$ cat config.mk
export PLATFORM = sky130hd
export DESIGN_NAME = step_scale_calibrator
export DESIGN_NICKNAME = d
export VERILOG_FILES = /design/src/hw/rtl/ssc_pkg.sv /design/src/hw/rtl/step_scale_calibrator.sv /design/src/hw/rtl/ssc_divider.sv /design/src/hw/rtl/ssc_engine.sv
export SDC_FILE = /design/constraint.sdc
export NUM_CORES = 2
export LEC_CHECK = 0
export ABC_CLOCK_PERIOD_IN_PS = 20800
export BUFFER_PORTS_ARGS = -buffer_cell sky130_fd_sc_hd__buf_2
export CAP_MARGIN = 20
export CORE_MARGIN = 2
export CORE_UTILIZATION = 60
export DETAILED_ROUTE_END_ITERATION = 10
export MAX_ROUTING_LAYER = met4
export PLACE_DENSITY_LB_ADDON = 0.05
export SKIP_LAST_GASP = 1
export SLEW_MARGIN = 20
export SYNTH_ARGS = -nofsm -noshare
export SYNTH_HDL_FRONTEND = slang
export SYNTH_HIERARCHICAL = 1
export SYNTH_SLANG_ARGS = --single-unit
$ cat constraint.sdc
create_clock -name clock -period 20.8 [get_ports clock]
set_clock_uncertainty 0.15 [all_clocks]
set_input_delay 3.12 -clock clock [delete_from_list [all_inputs] [get_ports clock]]
set_output_delay 3.12 -clock clock [all_outputs]
set_load 0.03 [all_outputs]
$ cat src/hw/rtl/ssc_pkg.sv
// ----------------------------------------------------------------------------
// ssc_pkg
// Shared widths, codes, state encoding and saturating helpers for the
// step scale calibrator.
// ----------------------------------------------------------------------------
package ssc_pkg;

   localparam int COUNT_BITS     = 16;
   localparam int DATA_BITS      = 32;
   localparam int SUM_BITS       = 48;
   localparam int FRAC_BITS      = 16;
   localparam int HUNDRED_BITS   = 7;
   localparam int PROD_BITS      = DATA_BITS + HUNDRED_BITS;
   localparam int AGREE_NUM_BITS = PROD_BITS + FRAC_BITS;
   localparam int AGREE_BITS     = AGREE_NUM_BITS + 2;
   localparam int DIV_NUM_BITS   = SUM_BITS + FRAC_BITS;
   localparam int DIV_DEN_BITS   = SUM_BITS;
   localparam int DIV_STEP_BITS  = 7;
   localparam int CSR_ADDR_BITS  = 4;

   localparam logic [DIV_STEP_BITS-1:0] MEAN_STEPS  = DIV_STEP_BITS'(SUM_BITS);
   localparam logic [DIV_STEP_BITS-1:0] SCALE_STEPS = DIV_STEP_BITS'(DIV_NUM_BITS);
   localparam logic [DIV_STEP_BITS-1:0] AGREE_STEPS = DIV_STEP_BITS'(AGREE_NUM_BITS);

   localparam logic [HUNDRED_BITS-1:0] HUNDRED   = HUNDRED_BITS'(100);
   localparam logic [AGREE_BITS-1:0]   HUNDRED_Q = AGREE_BITS'(6553600);

   localparam logic [SUM_BITS-1:0]  SUM_MAX  = {1'b0, {(SUM_BITS-1){1'b1}}};
   localparam logic [SUM_BITS-1:0]  SUM_MIN  = {1'b1, {(SUM_BITS-1){1'b0}}};
   localparam logic [SUM_BITS-1:0]  USUM_MAX = {SUM_BITS{1'b1}};
   localparam logic [DATA_BITS-1:0] S32_MAX  = {1'b0, {(DATA_BITS-1){1'b1}}};
   localparam logic [DATA_BITS-1:0] S32_MIN  = {1'b1, {(DATA_BITS-1){1'b0}}};
   localparam logic [DATA_BITS-1:0] U32_MAX  = {DATA_BITS{1'b1}};

   // item modes
   localparam logic MODE_REFERENCE = 1'b0;
   localparam logic MODE_SENSOR    = 1'b1;

   // register indexes
   localparam logic [1:0] REG_REJECT_LEVEL   = 2'd0;
   localparam logic [1:0] REG_INITIAL_SCALE  = 2'd1;
   localparam logic [1:0] REG_WORST_ACCURACY = 2'd2;

   localparam logic [DATA_BITS-1:0] REJECT_LEVEL_RESET   = DATA_BITS'(655360);
   localparam logic [DATA_BITS-1:0] INITIAL_SCALE_RESET  = DATA_BITS'(65536);
   localparam logic [DATA_BITS-1:0] WORST_ACCURACY_RESET = U32_MAX;

   typedef enum logic [3:0] {
      ST_IDLE,
      ST_ACCUM,
      ST_RACC_DIV,
      ST_RACC_CHK,
      ST_SACC_DIV,
      ST_SACC_CHK,
      ST_SCALE_DIV,
      ST_AGREE_PREP,
      ST_AGREE_DIV,
      ST_FINISH
   } state_type;

   typedef struct packed {
      logic                     start;
      logic [DIV_NUM_BITS-1:0]  numer;
      logic [DIV_DEN_BITS-1:0]  denom;
      logic [DIV_STEP_BITS-1:0] steps;
   } div_req_type;

   typedef struct packed {
      logic                    busy;
      logic                    done;
      logic [DIV_NUM_BITS-1:0] quotient;
   } div_rsp_type;

   typedef struct packed {
      logic [DATA_BITS-1:0] reject_level;
      logic [DATA_BITS-1:0] worst_accuracy;
   } cfg_type;

   typedef struct packed {
      logic                 done;
      logic                 updated;
      logic                 fault;
      logic [DATA_BITS-1:0] scale;
      logic [DATA_BITS-1:0] accuracy;
      logic [DATA_BITS-1:0] agreement;
   } cal_result_type;

   function automatic logic [SUM_BITS-1:0] sat_add_sum(input logic [SUM_BITS-1:0]  s,
                                                       input logic [DATA_BITS-1:0] a);
      logic [SUM_BITS:0] t;
      t = {s[SUM_BITS-1], s} + {{(SUM_BITS+1-DATA_BITS){a[DATA_BITS-1]}}, a};
      if (t[SUM_BITS] != t[SUM_BITS-1]) begin
         return t[SUM_BITS] ? SUM_MIN : SUM_MAX;
      end
      return t[SUM_BITS-1:0];
   endfunction

   function automatic logic [SUM_BITS-1:0] sat_add_usum(input logic [SUM_BITS-1:0]  s,
                                                        input logic [DATA_BITS-1:0] a);
      logic [SUM_BITS:0] t;
      t = {1'b0, s} + {{(SUM_BITS+1-DATA_BITS){1'b0}}, a};
      return t[SUM_BITS] ? USUM_MAX : t[SUM_BITS-1:0];
   endfunction

   function automatic logic [COUNT_BITS-1:0] inc_count(input logic [COUNT_BITS-1:0] c);
      return (&c) ? c : c + COUNT_BITS'(1);
   endfunction

   function automatic logic [SUM_BITS-1:0] mag_sum(input logic [SUM_BITS-1:0] s);
      return s[SUM_BITS-1] ? (~s + SUM_BITS'(1)) : s;
   endfunction

   function automatic logic [PROD_BITS-1:0] times_hundred(input logic [DATA_BITS-1:0] x);
      return {{HUNDRED_BITS{1'b0}}, x} * {{DATA_BITS{1'b0}}, HUNDRED};
   endfunction

   // mean accuracy: worst when empty or when the sum is zero, otherwise quotient clipped to 32 bits
   function automatic logic [DATA_BITS-1:0] mean_value(input logic [DIV_NUM_BITS-1:0] q,
                                                       input logic [SUM_BITS-1:0]     sum,
                                                       input logic [COUNT_BITS-1:0]   count,
                                                       input logic [DATA_BITS-1:0]    worst);
      if (count == '0 || sum == '0) begin
         return worst;
      end
      if (q[DIV_NUM_BITS-1:DATA_BITS] != '0) begin
         return U32_MAX;
      end
      return q[DATA_BITS-1:0];
   endfunction

   function automatic logic [DATA_BITS-1:0] sat_scale(input logic [DIV_NUM_BITS-1:0] q,
                                                      input logic                    neg);
      logic over_neg;
      over_neg = (q[DIV_NUM_BITS-1:DATA_BITS] != '0) ||
                 (q[DATA_BITS-1] && (q[DATA_BITS-2:0] != '0));
      if (neg) begin
         return over_neg ? S32_MIN : (~q[DATA_BITS-1:0] + DATA_BITS'(1));
      end
      return (q[DIV_NUM_BITS-1:DATA_BITS-1] != '0) ? S32_MAX : q[DATA_BITS-1:0];
   endfunction

   function automatic logic [DATA_BITS-1:0] sat_agree(input logic [AGREE_BITS-1:0] t);
      if ((&t[AGREE_BITS-1:DATA_BITS-1]) || !(|t[AGREE_BITS-1:DATA_BITS-1])) begin
         return t[DATA_BITS-1:0];
      end
      return t[AGREE_BITS-1] ? S32_MIN : S32_MAX;
   endfunction

endpackage

$ cat src/hw/rtl/step_scale_calibrator.sv
// Sensor, rejected and first reference items go from ST_ACCUM straight to ST_FINISH.
// Other reference items run serial divides: the reference mean check ends after one, the
// sensor check after two, and a new scale takes all four (two means, scale, agreement).
// One item in flight: a new item is taken only in ST_IDLE, once its result is registered.
// Reset (synchronous): sums and counts clear, registers take their defaults, scale loads.
// ----------------------------------------------------------------------------
// step_scale_calibrator
// Learns reference units per sensor step from running sums of both streams,
// in signed Q16.16, with a register port for limits and the initial scale.
// ----------------------------------------------------------------------------
module step_scale_calibrator import ssc_pkg::*; (
   input  logic                        clock,
   input  logic                        reset,

   input  logic                        req_valid,
   output logic                        req_ready,
   input  logic                        req_mode,
   input  logic signed [DATA_BITS-1:0] req_amount,
   input  logic [DATA_BITS-1:0]        req_item_accuracy,

   output logic                        rsp_valid,
   input  logic                        rsp_ready,
   output logic signed [DATA_BITS-1:0] rsp_scale_out,
   output logic [DATA_BITS-1:0]        rsp_scale_accuracy,
   output logic signed [DATA_BITS-1:0] rsp_agreement_percent,
   output logic                        rsp_updated,
   output logic                        rsp_divide_fault,

   input  logic                        csr_psel,
   input  logic                        csr_penable,
   input  logic                        csr_pwrite,
   input  logic [CSR_ADDR_BITS-1:0]    csr_paddr,
   input  logic [DATA_BITS-1:0]        csr_pwdata,
   output logic [DATA_BITS-1:0]        csr_prdata,
   output logic                        csr_pready
);

   logic [DATA_BITS-1:0] reject_level_ff,   reject_level_in;
   logic [DATA_BITS-1:0] initial_scale_ff,  initial_scale_in;
   logic [DATA_BITS-1:0] worst_accuracy_ff, worst_accuracy_in;
   logic [DATA_BITS-1:0] scale_value_ff,    scale_value_in;
   logic [DATA_BITS-1:0] scale_acc_ff,      scale_acc_in;
   logic [DATA_BITS-1:0] agreement_ff,      agreement_in;

   logic                 rsp_valid_ff,      rsp_valid_in;
   logic [DATA_BITS-1:0] rsp_scale_ff,      rsp_scale_in;
   logic [DATA_BITS-1:0] rsp_acc_ff,        rsp_acc_in;
   logic [DATA_BITS-1:0] rsp_agree_ff,      rsp_agree_in;
   logic                 rsp_updated_ff,    rsp_updated_in;
   logic                 rsp_fault_ff,      rsp_fault_in;

   logic                 csr_write;
   logic [1:0]           csr_index;
   logic                 out_free;
   cfg_type              cfg;
   cal_result_type       result;
   div_req_type          div_req;
   div_rsp_type          div_rsp;

   assign csr_pready = 1'b1;
   assign csr_write  = csr_psel && csr_penable && csr_pwrite && csr_pready;
   assign csr_index  = csr_paddr[3:2];

   assign cfg.reject_level   = reject_level_ff;
   assign cfg.worst_accuracy = worst_accuracy_ff;

   // the output register frees up when it is empty or being drained
   assign out_free = !rsp_valid_ff || rsp_ready;

   ssc_divider u_divider (
      .clock (clock),
      .reset (reset),
      .req   (div_req),
      .rsp   (div_rsp)
   );

   ssc_engine u_engine (
      .clock             (clock),
      .reset             (reset),
      .req_valid         (req_valid),
      .req_ready         (req_ready),
      .req_mode          (req_mode),
      .req_amount        (req_amount),
      .req_item_accuracy (req_item_accuracy),
      .cfg               (cfg),
      .old_scale         (scale_value_ff),
      .out_free          (out_free),
      .result            (result),
      .div_req           (div_req),
      .div_rsp           (div_rsp)
   );

   always_comb begin
      case (csr_index)
         REG_REJECT_LEVEL:   csr_prdata = reject_level_ff;
         REG_INITIAL_SCALE:  csr_prdata = initial_scale_ff;
         REG_WORST_ACCURACY: csr_prdata = worst_accuracy_ff;
         default:            csr_prdata = '0;
      endcase
   end

   always_comb begin
      reject_level_in   = reject_level_ff;
      initial_scale_in  = initial_scale_ff;
      worst_accuracy_in = worst_accuracy_ff;
      scale_value_in    = scale_value_ff;
      scale_acc_in      = scale_acc_ff;
      agreement_in      = agreement_ff;

      if (result.done && result.updated) begin
         scale_value_in = result.scale;
         scale_acc_in   = result.accuracy;
         agreement_in   = result.agreement;
      end

      if (csr_write) begin
         case (csr_index)
            REG_REJECT_LEVEL: begin
               reject_level_in = csr_pwdata;
            end
            REG_INITIAL_SCALE: begin
               initial_scale_in = csr_pwdata;
               scale_value_in   = csr_pwdata;
            end
            REG_WORST_ACCURACY: begin
               worst_accuracy_in = csr_pwdata;
               scale_acc_in      = csr_pwdata;
            end
            default: begin
            end
         endcase
      end
   end

   always_comb begin
      rsp_valid_in   = rsp_valid_ff;
      rsp_scale_in   = rsp_scale_ff;
      rsp_acc_in     = rsp_acc_ff;
      rsp_agree_in   = rsp_agree_ff;
      rsp_updated_in = rsp_updated_ff;
      rsp_fault_in   = rsp_fault_ff;
      if (result.done) begin
         rsp_valid_in   = 1'b1;
         rsp_scale_in   = result.updated ? result.scale     : scale_value_ff;
         rsp_acc_in     = result.updated ? result.accuracy  : scale_acc_ff;
         rsp_agree_in   = result.updated ? result.agreement : agreement_ff;
         rsp_updated_in = result.updated;
         rsp_fault_in   = result.fault;
      end else if (rsp_ready) begin
         rsp_valid_in = 1'b0;
      end
   end

   always_ff @(posedge clock) begin
      if (reset) begin
         reject_level_ff   <= REJECT_LEVEL_RESET;
         initial_scale_ff  <= INITIAL_SCALE_RESET;
         worst_accuracy_ff <= WORST_ACCURACY_RESET;
         scale_value_ff    <= INITIAL_SCALE_RESET;
         scale_acc_ff      <= WORST_ACCURACY_RESET;
         agreement_ff      <= '0;
         rsp_valid_ff      <= 1'b0;
      end else begin
         reject_level_ff   <= reject_level_in;
         initial_scale_ff  <= initial_scale_in;
         worst_accuracy_ff <= worst_accuracy_in;
         scale_value_ff    <= scale_value_in;
         scale_acc_ff      <= scale_acc_in;
         agreement_ff      <= agreement_in;
         rsp_valid_ff      <= rsp_valid_in;
      end
      rsp_scale_ff   <= rsp_scale_in;
      rsp_acc_ff     <= rsp_acc_in;
      rsp_agree_ff   <= rsp_agree_in;
      rsp_updated_ff <= rsp_updated_in;
      rsp_fault_ff   <= rsp_fault_in;
   end

   assign rsp_valid             = rsp_valid_ff;
   assign rsp_scale_out         = rsp_scale_ff;
   assign rsp_scale_accuracy    = rsp_acc_ff;
   assign rsp_agreement_percent = rsp_agree_ff;
   assign rsp_updated           = rsp_updated_ff;
   assign rsp_divide_fault      = rsp_fault_ff;

endmodule

$ cat src/hw/rtl/ssc_divider.sv
// ----------------------------------------------------------------------------
// ssc_divider
// Restoring unsigned divider, one quotient bit per cycle. The numerator
// arrives left-aligned so that only its top "steps" bits are worked through.
// ----------------------------------------------------------------------------
module ssc_divider import ssc_pkg::*; (
   input  logic        clock,
   input  logic        reset,
   input  div_req_type req,
   output div_rsp_type rsp
);

   logic                     busy_ff,  busy_in;
   logic                     done_ff,  done_in;
   logic [DIV_STEP_BITS-1:0] cnt_ff,   cnt_in;
   logic [DIV_DEN_BITS-1:0]  rem_ff,   rem_in;
   logic [DIV_DEN_BITS-1:0]  den_ff,   den_in;
   logic [DIV_NUM_BITS-1:0]  quo_ff,   quo_in;

   logic [DIV_DEN_BITS:0]    rem_shift;
   logic [DIV_DEN_BITS:0]    rem_sub;
   logic                     fits;

   always_comb begin
      rem_shift = {rem_ff, quo_ff[DIV_NUM_BITS-1]};
      fits      = rem_shift >= {1'b0, den_ff};
      rem_sub   = rem_shift - {1'b0, den_ff};

      busy_in = busy_ff;
      done_in = 1'b0;
      cnt_in  = cnt_ff;
      rem_in  = rem_ff;
      den_in  = den_ff;
      quo_in  = quo_ff;

      if (req.start) begin
         busy_in = 1'b1;
         cnt_in  = req.steps;
         rem_in  = '0;
         den_in  = req.denom;
         quo_in  = req.numer;
      end else if (busy_ff) begin
         rem_in = fits ? rem_sub[DIV_DEN_BITS-1:0] : rem_shift[DIV_DEN_BITS-1:0];
         quo_in = {quo_ff[DIV_NUM_BITS-2:0], fits};
         cnt_in = cnt_ff - DIV_STEP_BITS'(1);
         if (cnt_ff == DIV_STEP_BITS'(1)) begin
            busy_in = 1'b0;
            done_in = 1'b1;
         end
      end
   end

   always_ff @(posedge clock) begin
      if (reset) begin
         busy_ff <= 1'b0;
         done_ff <= 1'b0;
      end else begin
         busy_ff <= busy_in;
         done_ff <= done_in;
      end
      cnt_ff <= cnt_in;
      rem_ff <= rem_in;
      den_ff <= den_in;
      quo_ff <= quo_in;
   end

   assign rsp.busy     = busy_ff;
   assign rsp.done     = done_ff;
   assign rsp.quotient = quo_ff;

endmodule

$ cat src/hw/rtl/ssc_engine.sv
// ----------------------------------------------------------------------------
// ssc_engine
// Sequencer and datapath: running sums, mean checks, scale and agreement,
// all divisions routed through the shared divider.
// ----------------------------------------------------------------------------
module ssc_engine import ssc_pkg::*; (
   input  logic                  clock,
   input  logic                  reset,
   input  logic                  req_valid,
   output logic                  req_ready,
   input  logic                  req_mode,
   input  logic [DATA_BITS-1:0]  req_amount,
   input  logic [DATA_BITS-1:0]  req_item_accuracy,
   input  cfg_type               cfg,
   input  logic [DATA_BITS-1:0]  old_scale,
   input  logic                  out_free,
   output cal_result_type        result,
   output div_req_type           div_req,
   input  div_rsp_type           div_rsp
);

   state_type state_ff, state_in;

   logic                      in_mode_ff,        in_mode_in;
   logic [DATA_BITS-1:0]      in_amount_ff,      in_amount_in;
   logic [DATA_BITS-1:0]      in_acc_ff,         in_acc_in;

   logic [SUM_BITS-1:0]       ref_sum_ff,        ref_sum_in;
   logic [SUM_BITS-1:0]       ref_acc_sum_ff,    ref_acc_sum_in;
   logic [COUNT_BITS-1:0]     ref_count_ff,      ref_count_in;
   logic [SUM_BITS-1:0]       sensor_sum_ff,     sensor_sum_in;
   logic [SUM_BITS-1:0]       sensor_acc_sum_ff, sensor_acc_sum_in;
   logic [COUNT_BITS-1:0]     sensor_count_ff,   sensor_count_in;

   logic [DATA_BITS-1:0]      racc_ff,           racc_in;
   logic [DATA_BITS-1:0]      sacc_ff,           sacc_in;
   logic [DATA_BITS-1:0]      new_scale_ff,      new_scale_in;
   logic [AGREE_NUM_BITS-1:0] agree_num_ff,      agree_num_in;
   logic [DATA_BITS-1:0]      agree_den_ff,      agree_den_in;
   logic                      agree_neg_ff,      agree_neg_in;
   logic [DATA_BITS-1:0]      agree_ff,          agree_in;
   logic                      updated_ff,        updated_in;
   logic                      fault_ff,          fault_in;

   logic                      ref_ok;
   logic                      sensor_ok;
   logic                      reject;
   logic                      old_gt;
   logic [DATA_BITS-1:0]      d_val;
   logic [DATA_BITS:0]        diff_val;
   logic [AGREE_BITS-1:0]     agree_t;

   assign reject    = in_acc_ff > cfg.reject_level;
   assign ref_ok    = mag_sum(ref_sum_ff) >
                      {{(SUM_BITS-PROD_BITS){1'b0}}, times_hundred(racc_ff)};
   assign sensor_ok = mag_sum(sensor_sum_ff) >
                      {{(SUM_BITS-PROD_BITS){1'b0}}, times_hundred(sacc_ff)};

   // next state
   always_comb begin
      state_in = state_ff;
      case (state_ff)
         ST_IDLE: begin
            if (req_valid) state_in = ST_ACCUM;
         end
         ST_ACCUM: begin
            if (in_mode_ff == MODE_SENSOR || reject || ref_count_ff == '0) begin
               state_in = ST_FINISH;
            end else begin
               state_in = ST_RACC_DIV;
            end
         end
         ST_RACC_DIV: begin
            if (div_rsp.done) state_in = ST_RACC_CHK;
         end
         ST_RACC_CHK: begin
            state_in = ref_ok ? ST_SACC_DIV : ST_FINISH;
         end
         ST_SACC_DIV: begin
            if (div_rsp.done) state_in = ST_SACC_CHK;
         end
         ST_SACC_CHK: begin
            state_in = sensor_ok ? ST_SCALE_DIV : ST_FINISH;
         end
         ST_SCALE_DIV: begin
            if (div_rsp.done) state_in = ST_AGREE_PREP;
         end
         ST_AGREE_PREP: begin
            state_in = ST_AGREE_DIV;
         end
         ST_AGREE_DIV: begin
            if (div_rsp.done) state_in = ST_FINISH;
         end
         ST_FINISH: begin
            if (out_free) state_in = ST_IDLE;
         end
         default: begin
            state_in = ST_IDLE;
         end
      endcase
   end

   // outputs
   always_comb begin
      req_ready     = state_ff == ST_IDLE;
      div_req.start = 1'b0;
      div_req.numer = {ref_acc_sum_ff, {(DIV_NUM_BITS-SUM_BITS){1'b0}}};
      div_req.denom = {{(DIV_DEN_BITS-COUNT_BITS){1'b0}}, ref_count_ff};
      div_req.steps = MEAN_STEPS;
      case (state_ff)
         ST_RACC_DIV: begin
            div_req.start = !div_rsp.busy && !div_rsp.done;
         end
         ST_SACC_DIV: begin
            div_req.start = !div_rsp.busy && !div_rsp.done;
            div_req.numer = {sensor_acc_sum_ff, {(DIV_NUM_BITS-SUM_BITS){1'b0}}};
            div_req.denom = {{(DIV_DEN_BITS-COUNT_BITS){1'b0}}, sensor_count_ff};
         end
         ST_SCALE_DIV: begin
            div_req.start = !div_rsp.busy && !div_rsp.done;
            div_req.numer = {mag_sum(ref_sum_ff), {FRAC_BITS{1'b0}}};
            div_req.denom = mag_sum(sensor_sum_ff);
            div_req.steps = SCALE_STEPS;
         end
         ST_AGREE_DIV: begin
            div_req.start = !div_rsp.busy && !div_rsp.done;
            div_req.numer = {agree_num_ff, {(DIV_NUM_BITS-AGREE_NUM_BITS){1'b0}}};
            div_req.denom = {{(DIV_DEN_BITS-DATA_BITS){1'b0}}, agree_den_ff};
            div_req.steps = AGREE_STEPS;
         end
         default: begin
         end
      endcase

      result.done      = (state_ff == ST_FINISH) && out_free;
      result.updated   = updated_ff;
      result.fault     = fault_ff;
      result.scale     = new_scale_ff;
      result.accuracy  = racc_ff;
      result.agreement = agree_ff;
   end

   // datapath
   always_comb begin
      old_gt   = $signed(old_scale) > $signed(new_scale_ff);
      d_val    = old_gt ? old_scale : new_scale_ff;
      diff_val = old_gt ? ({old_scale[DATA_BITS-1], old_scale} -
                           {new_scale_ff[DATA_BITS-1], new_scale_ff})
                        : ({new_scale_ff[DATA_BITS-1], new_scale_ff} -
                           {old_scale[DATA_BITS-1], old_scale});
      agree_t  = agree_neg_ff ?
                 HUNDRED_Q + {2'b00, div_rsp.quotient[AGREE_NUM_BITS-1:0]} :
                 HUNDRED_Q - {2'b00, div_rsp.quotient[AGREE_NUM_BITS-1:0]};

      in_mode_in        = in_mode_ff;
      in_amount_in      = in_amount_ff;
      in_acc_in         = in_acc_ff;
      ref_sum_in        = ref_sum_ff;
      ref_acc_sum_in    = ref_acc_sum_ff;
      ref_count_in      = ref_count_ff;
      sensor_sum_in     = sensor_sum_ff;
      sensor_acc_sum_in = sensor_acc_sum_ff;
      sensor_count_in   = sensor_count_ff;
      racc_in           = racc_ff;
      sacc_in           = sacc_ff;
      new_scale_in      = new_scale_ff;
      agree_num_in      = agree_num_ff;
      agree_den_in      = agree_den_ff;
      agree_neg_in      = agree_neg_ff;
      agree_in          = agree_ff;
      updated_in        = updated_ff;
      fault_in          = fault_ff;

      case (state_ff)
         ST_IDLE: begin
            if (req_valid) begin
               in_mode_in   = req_mode;
               in_amount_in = req_amount;
               in_acc_in    = req_item_accuracy;
            end
         end
         ST_ACCUM: begin
            updated_in = 1'b0;
            fault_in   = 1'b0;
            if (in_mode_ff == MODE_SENSOR) begin
               sensor_sum_in     = sat_add_sum(sensor_sum_ff, in_amount_ff);
               sensor_acc_sum_in = sat_add_usum(sensor_acc_sum_ff, in_acc_ff);
               sensor_count_in   = inc_count(sensor_count_ff);
            end else if (reject) begin
               ref_sum_in        = '0;
               ref_acc_sum_in    = '0;
               ref_count_in      = '0;
               sensor_sum_in     = '0;
               sensor_acc_sum_in = '0;
               sensor_count_in   = '0;
            end else if (ref_count_ff == '0) begin
               ref_sum_in     = {{(SUM_BITS-DATA_BITS){in_amount_ff[DATA_BITS-1]}},
                                 in_amount_ff};
               ref_acc_sum_in = {{(SUM_BITS-DATA_BITS){1'b0}}, in_acc_ff};
               ref_count_in   = COUNT_BITS'(1);
            end else begin
               ref_sum_in     = sat_add_sum(ref_sum_ff, in_amount_ff);
               ref_acc_sum_in = sat_add_usum(ref_acc_sum_ff, in_acc_ff);
               ref_count_in   = inc_count(ref_count_ff);
            end
         end
         ST_RACC_DIV: begin
            if (div_rsp.done) begin
               racc_in = mean_value(div_rsp.quotient, ref_acc_sum_ff, ref_count_ff,
                                    cfg.worst_accuracy);
            end
         end
         ST_SACC_DIV: begin
            if (div_rsp.done) begin
               sacc_in = mean_value(div_rsp.quotient, sensor_acc_sum_ff, sensor_count_ff,
                                    cfg.worst_accuracy);
            end
         end
         ST_SCALE_DIV: begin
            if (div_rsp.done) begin
               if (sensor_sum_ff == '0) begin
                  new_scale_in = '0;
                  fault_in     = 1'b1;
               end else begin
                  new_scale_in = sat_scale(div_rsp.quotient,
                                           ref_sum_ff[SUM_BITS-1] ^ sensor_sum_ff[SUM_BITS-1]);
               end
            end
         end
         ST_AGREE_PREP: begin
            agree_num_in = {times_hundred(diff_val[DATA_BITS-1:0]), {FRAC_BITS{1'b0}}};
            agree_den_in = d_val[DATA_BITS-1] ? (~d_val + DATA_BITS'(1)) : d_val;
            agree_neg_in = d_val[DATA_BITS-1];
            if (d_val == '0) fault_in = 1'b1;
         end
         ST_AGREE_DIV: begin
            if (div_rsp.done) begin
               // a zero divisor stands for a zero quotient
               agree_in   = (agree_den_ff == '0) ? HUNDRED_Q[DATA_BITS-1:0]
                                                 : sat_agree(agree_t);
               updated_in = 1'b1;
            end
         end
         default: begin
         end
      endcase
   end

   always_ff @(posedge clock) begin
      if (reset) begin
         state_ff          <= ST_IDLE;
         ref_sum_ff        <= '0;
         ref_acc_sum_ff    <= '0;
         ref_count_ff      <= '0;
         sensor_sum_ff     <= '0;
         sensor_acc_sum_ff <= '0;
         sensor_count_ff   <= '0;
      end else begin
         state_ff          <= state_in;
         ref_sum_ff        <= ref_sum_in;
         ref_acc_sum_ff    <= ref_acc_sum_in;
         ref_count_ff      <= ref_count_in;
         sensor_sum_ff     <= sensor_sum_in;
         sensor_acc_sum_ff <= sensor_acc_sum_in;
         sensor_count_ff   <= sensor_count_in;
      end
      in_mode_ff   <= in_mode_in;
      in_amount_ff <= in_amount_in;
      in_acc_ff    <= in_acc_in;
      racc_ff      <= racc_in;
      sacc_ff      <= sacc_in;
      new_scale_ff <= new_scale_in;
      agree_num_ff <= agree_num_in;
      agree_den_ff <= agree_den_in;
      agree_neg_ff <= agree_neg_in;
      agree_ff     <= agree_in;
      updated_ff   <= updated_in;
      fault_ff     <= fault_in;
   end

endmodule
Yosys cells after proc, flatten, opt, wreduce, memory -nomap -nowiden
Index checks and enable logic that the tools add are counted.
{ "word_totals": {"ff_bits": 953, "input_bits": 108, "output_inout_bits": 133, "word_cells": 258} }
{ "op_classes": {"addsub": 16, "multipliers": 3, "magnitude_cmp": 5, "eq_ne": 24, "n_mux": 110, "n_bitwise": 7, "reduce_logical": 55} }
{ "ops": {"columns": ["op", "n"], "rows": [
  ["$mux 48", 18],
  ["$mux 32", 26],
  ["$pmux 112 s3", 1],
  ["$add 48x32->49", 4],
  ["$logic_not 48->1", 3],
  ["$mux 64", 2],
  ["$mul 32x5->37 const B", 3],
  ["$add 48x1->48 const B", 2],
  ["$gt 48x39->1", 2],
  ["$mux 16", 6],
  ["$not 48->48", 2],
  ["$pmux 32 s3", 1],
  ["$add 32x1->32 const B", 2],
  ["$gt 32x32->1", 2],
  ["$logic_not 32->1", 2],
  ["$not 32->32", 2],
  ["$sub 32x32->32", 2],
  ["$mux 57", 1],
  ["$add 23x55->56 const A", 1],
  ["$sub 23x55->56 const A", 1],
  ["$ge 49x48->1", 1],
  ["$sub 48x48->48", 1],
  ["$pmux 4 s10", 1],
  ["$mux 1", 39],
  ["other kinds (41)", 95]
]} }

Logic depth before layout (Yosys ltp)
{ "logic_depth": {"depth_word": 10, "depth_mapped": 34, "mapped_depth_nobuf": 31} }

By module
Netlist, hierarchy kept.
{ "by_module_without_submodules": {"columns": ["module", "n_inst", "cells_each", "area_per_inst_um2", "seq_area_each_um2"], "rows": [
  ["ssc_engine", 1, 6513, 51844.7, 12522.0],
  ["step_scale_calibrator", 1, 1194, 12742.2, 6806.5],
  ["ssc_divider", 1, 981, 9793.1, 4574.4]
]} }

Least setup slack after synthesis
No wires, ideal clock.
{ "synth_path": {"path_type": "input -> register", "startpoint": "in rsp_ready", "endpoint": "reg scale_acc_ff[10]", "setup_time_ns": 0.123, "t_arrival_ns": 8.842, "required_ns": 20.527, "path_slack_ns": 11.685, "path_stages": 9, "n_path_buf": 3, "path_cell_list": "nand2b_1 -> nand2_1 -> nor2_1 -> buf_2 -> nand2_1 -> buf_4 -> buf_2 -> a221oi_2 -> o21bai_1"} }
{ "synth_rtl": {"columns": ["item", "line_no", "rtl"], "rows": [
  ["start, declared", "step_scale_calibrator.sv:22", "input logic rsp_ready,"],
  ["end signal, assigned", "step_scale_calibrator.sv:168", "scale_acc_ff <= scale_acc_in;"],
  ["end, declared", "step_scale_calibrator.sv:42", "logic [DATA_BITS-1:0] scale_acc_ff, scale_acc_in;"]
]} }

Final worst setup path
{ "layout_path": {"startpoint": "reg u_engine.new_scale_ff[18]", "endpoint": "reg u_engine.agree_num_ff[54] (data pin)"} }
{ "layout_via": {"elab_chain_len": 3, "word_cells_on_any_way": 5, "classes_between": "add/sub (2); mul (1); order compare (1); mux (1)"} }
{ "layout_rtl": {"columns": ["item", "line_no", "rtl"], "rows": [
  ["start, declared", "ssc_engine.sv:37", "logic [DATA_BITS-1:0] new_scale_ff, new_scale_in;"],
  ["start signal, assigned", "ssc_engine.sv:272", "new_scale_ff <= new_scale_in;"],
  ["$sub 32x32->32, or another cell as far along", "ssc_engine.sv:149", ": ({new_scale_ff[DATA_BITS-1], new_scale_ff} -"],
  ["$mux 32 *", "ssc_engine.sv:147", "diff_val = old_gt ? ({old_scale[DATA_BITS-1], old_scale} -"],
  ["$mul 32x5->37 *", "ssc_pkg.sv:114", "return {{HUNDRED_BITS{1'b0}}, x} * {{DATA_BITS{1'b0}}, HUNDRED};"],
  ["end signal, assigned", "ssc_engine.sv:273", "agree_num_ff <= agree_num_in;"],
  ["end, declared", "ssc_engine.sv:38", "logic [AGREE_NUM_BITS-1:0] agree_num_ff, agree_num_in;"]
]} }
Every way passes the cells marked *; elsewhere a longest branch is shown, timed or not.
A chain may end at the register's enable or synchronous reset.

==> flow_summary.yaml <==
sta:
  hold_viol_final: 0
  relSlewSlack: 0.1952
  finalCriticalPeriod_ps: 9724
  max_freq_mhz: 102.8
  tightestPinTransition_ps: 1198
  finalMaxSlewViolations: 0
  worst_slack_ps: 11080
  fin_crit_sh: 0.4675
  grt_setup_unrepaired: "false"
  setup_viol: 0
  setup_tns_ps: 0
critical_path:
  cp_slowest_stage_delay_ps: 710
  cp-start-kind: "flip-flop"
  crit_required_ps: 21180
  cpMaxStageDelayCell: "buf_4"
  r2r_start: "u_engine/new_scale_ff[18]$_SDFFCE_PP0P_"
  critPathLaunch: "u_engine/new_scale_ff[18]$_SDFFCE_PP0P_"
  r2r_setup_slack_ps: 11080
  path_max_fanout: 75
  critPathCaptureType: "flip-flop"
  r2r_end: "u_engine/agree_num_ff[54]$_DFFE_PP_"
  cp_common_cell: "ha_1"
  worst_r2r_path_depth: 30
  cp.arrival_ps: 10110
  path_class: "reg2reg"
floorplan:
  io_pins: 241
  die-area_mm2: 0.1268
  fp-row-count: 129
  fp.dieH_um: 356.1
  initial_utilization: 0.6032
  die_w_um: 356.1
  core_area_mm2: 0.1233
clocking:
  cts_post_setup_buffers_inserted: 0
  cts_buffers: 104
  clk_pin_slew_worst_paths_ps: 70
  clockBufferDepth: 3
  hold_buffers: 0
  cts_resized: 0
  htreeDepth: 3
  cts_tree: "built"
  cts_num_sinks: 953
  clk_latency_ps: 790
  cts_root_buffer: "clkbuf_16"
route:
  routed_wl_um: 266300
  ant_nets: 0
  drt_pass1_iterations: 11
  avgRoutedWirePerCell_um: 25.66
  drt_iter0_drc: 9784
  vias: 68620
  drc: 6
  vias_per_cell: 6.612
synth:
  muxShareOfSynthArea: 0.03627
  synth_top_family_by_area: "compound AO/OA/AOI/OAI gates"
  syn_area_per_cell_um2: 8.561
  async_flop_share: 0
  synth_seq_cells: 953
  synth_edf_count: 482
  synth_fa_ha_area_frac: 0.1398
  synth_cell_types: 107
  syn_inst: 8688
  yosys.area_share.xor_xnor: 0.05735
  synth-compound-area-share: 0.2252
  synthSimpleGateAreaFrac: 0.1580
  synth_warnings: 6
  yosysSeqAreaShare: 0.3214
  syn_area_mm2: 0.07438
  synth_ff_type: "edfxtp_1"
placed_design:
  gp_congestion: 1.067
  dp_slack_ps: 11370
  dpl.hpwl_um: 204600
  port_buffers: 237
worst_hold_path:
  hold_end: "agreement_ff[7]$_SDFFE_PP0N_"
  hold_depth: 2
  hp-start: "agreement_ff[7]$_SDFFE_PP0N_"
  hold_path.class: "reg2reg"
global_route:
  grt_start_max_net_pins: 134
  first_global_vias: 63100
  grt_overflow: 0
  grt_pass1_wl_um: 392500
  antenna_found_initial: 12
  grt_usage: 0.4195
flow_run:
  max-cap-violations: 0
power:
  ir_drop_mv: 0.1185
  power_density_mw_per_mm2: 100.4
  p_leak_nw: 34.15
run_status:
  violations: "DRC"
  status: "finished with violations"
cells_and_area:
  syn_to_final_growth_pct: 7.758
  fin_nets: 9527
  layout-drive-gt1-share: 0.09437
## metal layers
layer | GRT usage | vias up | part of all wire
met4 | 0.2420 | 0 | 0.071
met3 | 0.09572 | 828 | 0.11
met1 | 0.5198 | 32580 | 0.38
li1 | - | 31440 | -
met2 | 0.6280 | 3764 | 0.44
met5 | - | - | 0
## cell type report
type,instances,area (um^2)
antenna,9,22.52
multi-input combinational,6603,46100
fill,10470,43160
tap,1637,2048
clock buffer,118,2685
sequential,953,23910
inverter,661,2481
clock inverter,79,1072
timing repair buffer,318,1832
## how the worst max path moves through the flow
| stage | end | slack [ps] | cells after the start |
|---|---|---|---|
| 3_5_place_dp | u_engine/agree_num_ff[54]$_DFFE_PP_ | 11370 | 30 |
| 2_1_floorplan | scale_acc_ff[10]$_SDFF_PP1_ | 11690 | 9 |
| 3_3_place_gp | u_engine/agree_num_ff[54]$_DFFE_PP_ | 11390 | 30 |
| 6_report | u_engine/agree_num_ff[54]$_DFFE_PP_ | 11080 | 30 |
| 5_1_grt | u_engine/agree_num_ff[54]$_DFFE_PP_ | 10490 | 30 |
| 4_1_cts | u_engine/agree_num_ff[54]$_DFFE_PP_ | 11320 | 30 |
## cell families after synthesis
kind of cell	Yosys count
flops	953
simple gates	2477
fa+ha+maj	778
buf+inv	1148
compound gates	2594
mux	249
other cells	2
xor+xnor	487
## placed cells by master, fill, tap and decap left out, types with 56 or more instances in the layout
cell type	n
o31ai_1	92
o211ai_1	56
dfxtp_1	468
o21bai_1	148
nand3_1	188
a21o_1	239
nand2b_1	56
nor4_1	77
a31oi_1	71
o21ai_0	533
and3_1	108
or3_1	61
edfxtp_1	482
clkbuf_16	104
ha_1	690
fa_1	88
nand4_1	124
buf_2	235
mux2i_1	84
mux2_2	164
inv_1	655
nor2_1	685
nor3_1	208
nand2_1	717
buf_4	80
a211oi_1	76
xnor2_1	316
xor2_1	170
a21oi_1	840
## cell usage after synthesis, types with 72 or more instances
master    number  area share
a211oi_1      76      0.0077
a21o_1       239       0.024
a21oi_1      840       0.057
a31oi_1       72      0.0061
and3_1       108      0.0091
clkbuf_1     347       0.018
dfxtp_1      471        0.13
edfxtp_1     482        0.19
fa_1          88       0.024
ha_1         690        0.12
inv_1        658       0.033
mux2_2       164       0.025
mux2i_1       85       0.011
nand2_1      720       0.036
nand3_1      189       0.013
nand4_1      124       0.010
nor2_1       692       0.035
nor3_1       210       0.014
nor4_1        79      0.0066
o21ai_0      534       0.036
o21bai_1     148       0.015
o31ai_1       92      0.0093
xnor2_1      317       0.037
xor2_1       170       0.020
## through the flow
stage	cell area, um^2	hold slack (ps)	total power, mW	std cells	util
2_1_floorplan	74440	283.8	4.973	8704	-
3_3_place_gp	76350	274.0	5.870	10170	0.6192
3_5_place_dp	76370	284.2	5.933	10170	0.6193
4_1_cts	80130	303.2	7.964	10370	0.6498
5_1_grt	80140	323.1	8.448	10380	0.6499
6_report	80150	301.8	8.045	10380	0.6500
## power breakdown
part           switching, mW  total (mW)  internal (mW)
Clock                  0.868        2.03           1.16
Sequential             0.323        2.61           2.29
Combinational           2.16        3.40           1.24
Total                   3.36        8.04           4.69
## worst max-delay path, delay by kind of cell (launching register included)
kind	cells	cell delay, ps
compound gates	13	4140
xor+xnor	2	540
fa+ha+maj	5	1970
buf+inv	4	900
flops	1	560
mux	1	430
simple gates	5	720
## sequential cells by signal, indices dropped and copies added, names as in the netlist, 37 cells and up
name                        flops
u_divider/rem_ff               48
u_engine/sensor_acc_sum_ff     48
u_engine/sensor_sum_ff         48
u_engine/ref_acc_sum_ff        48
u_divider/quo_ff               64
u_engine/ref_sum_ff            48
u_engine/agree_num_ff          37
u_divider/den_ff               48
Power figures use the tool's default switching activity.
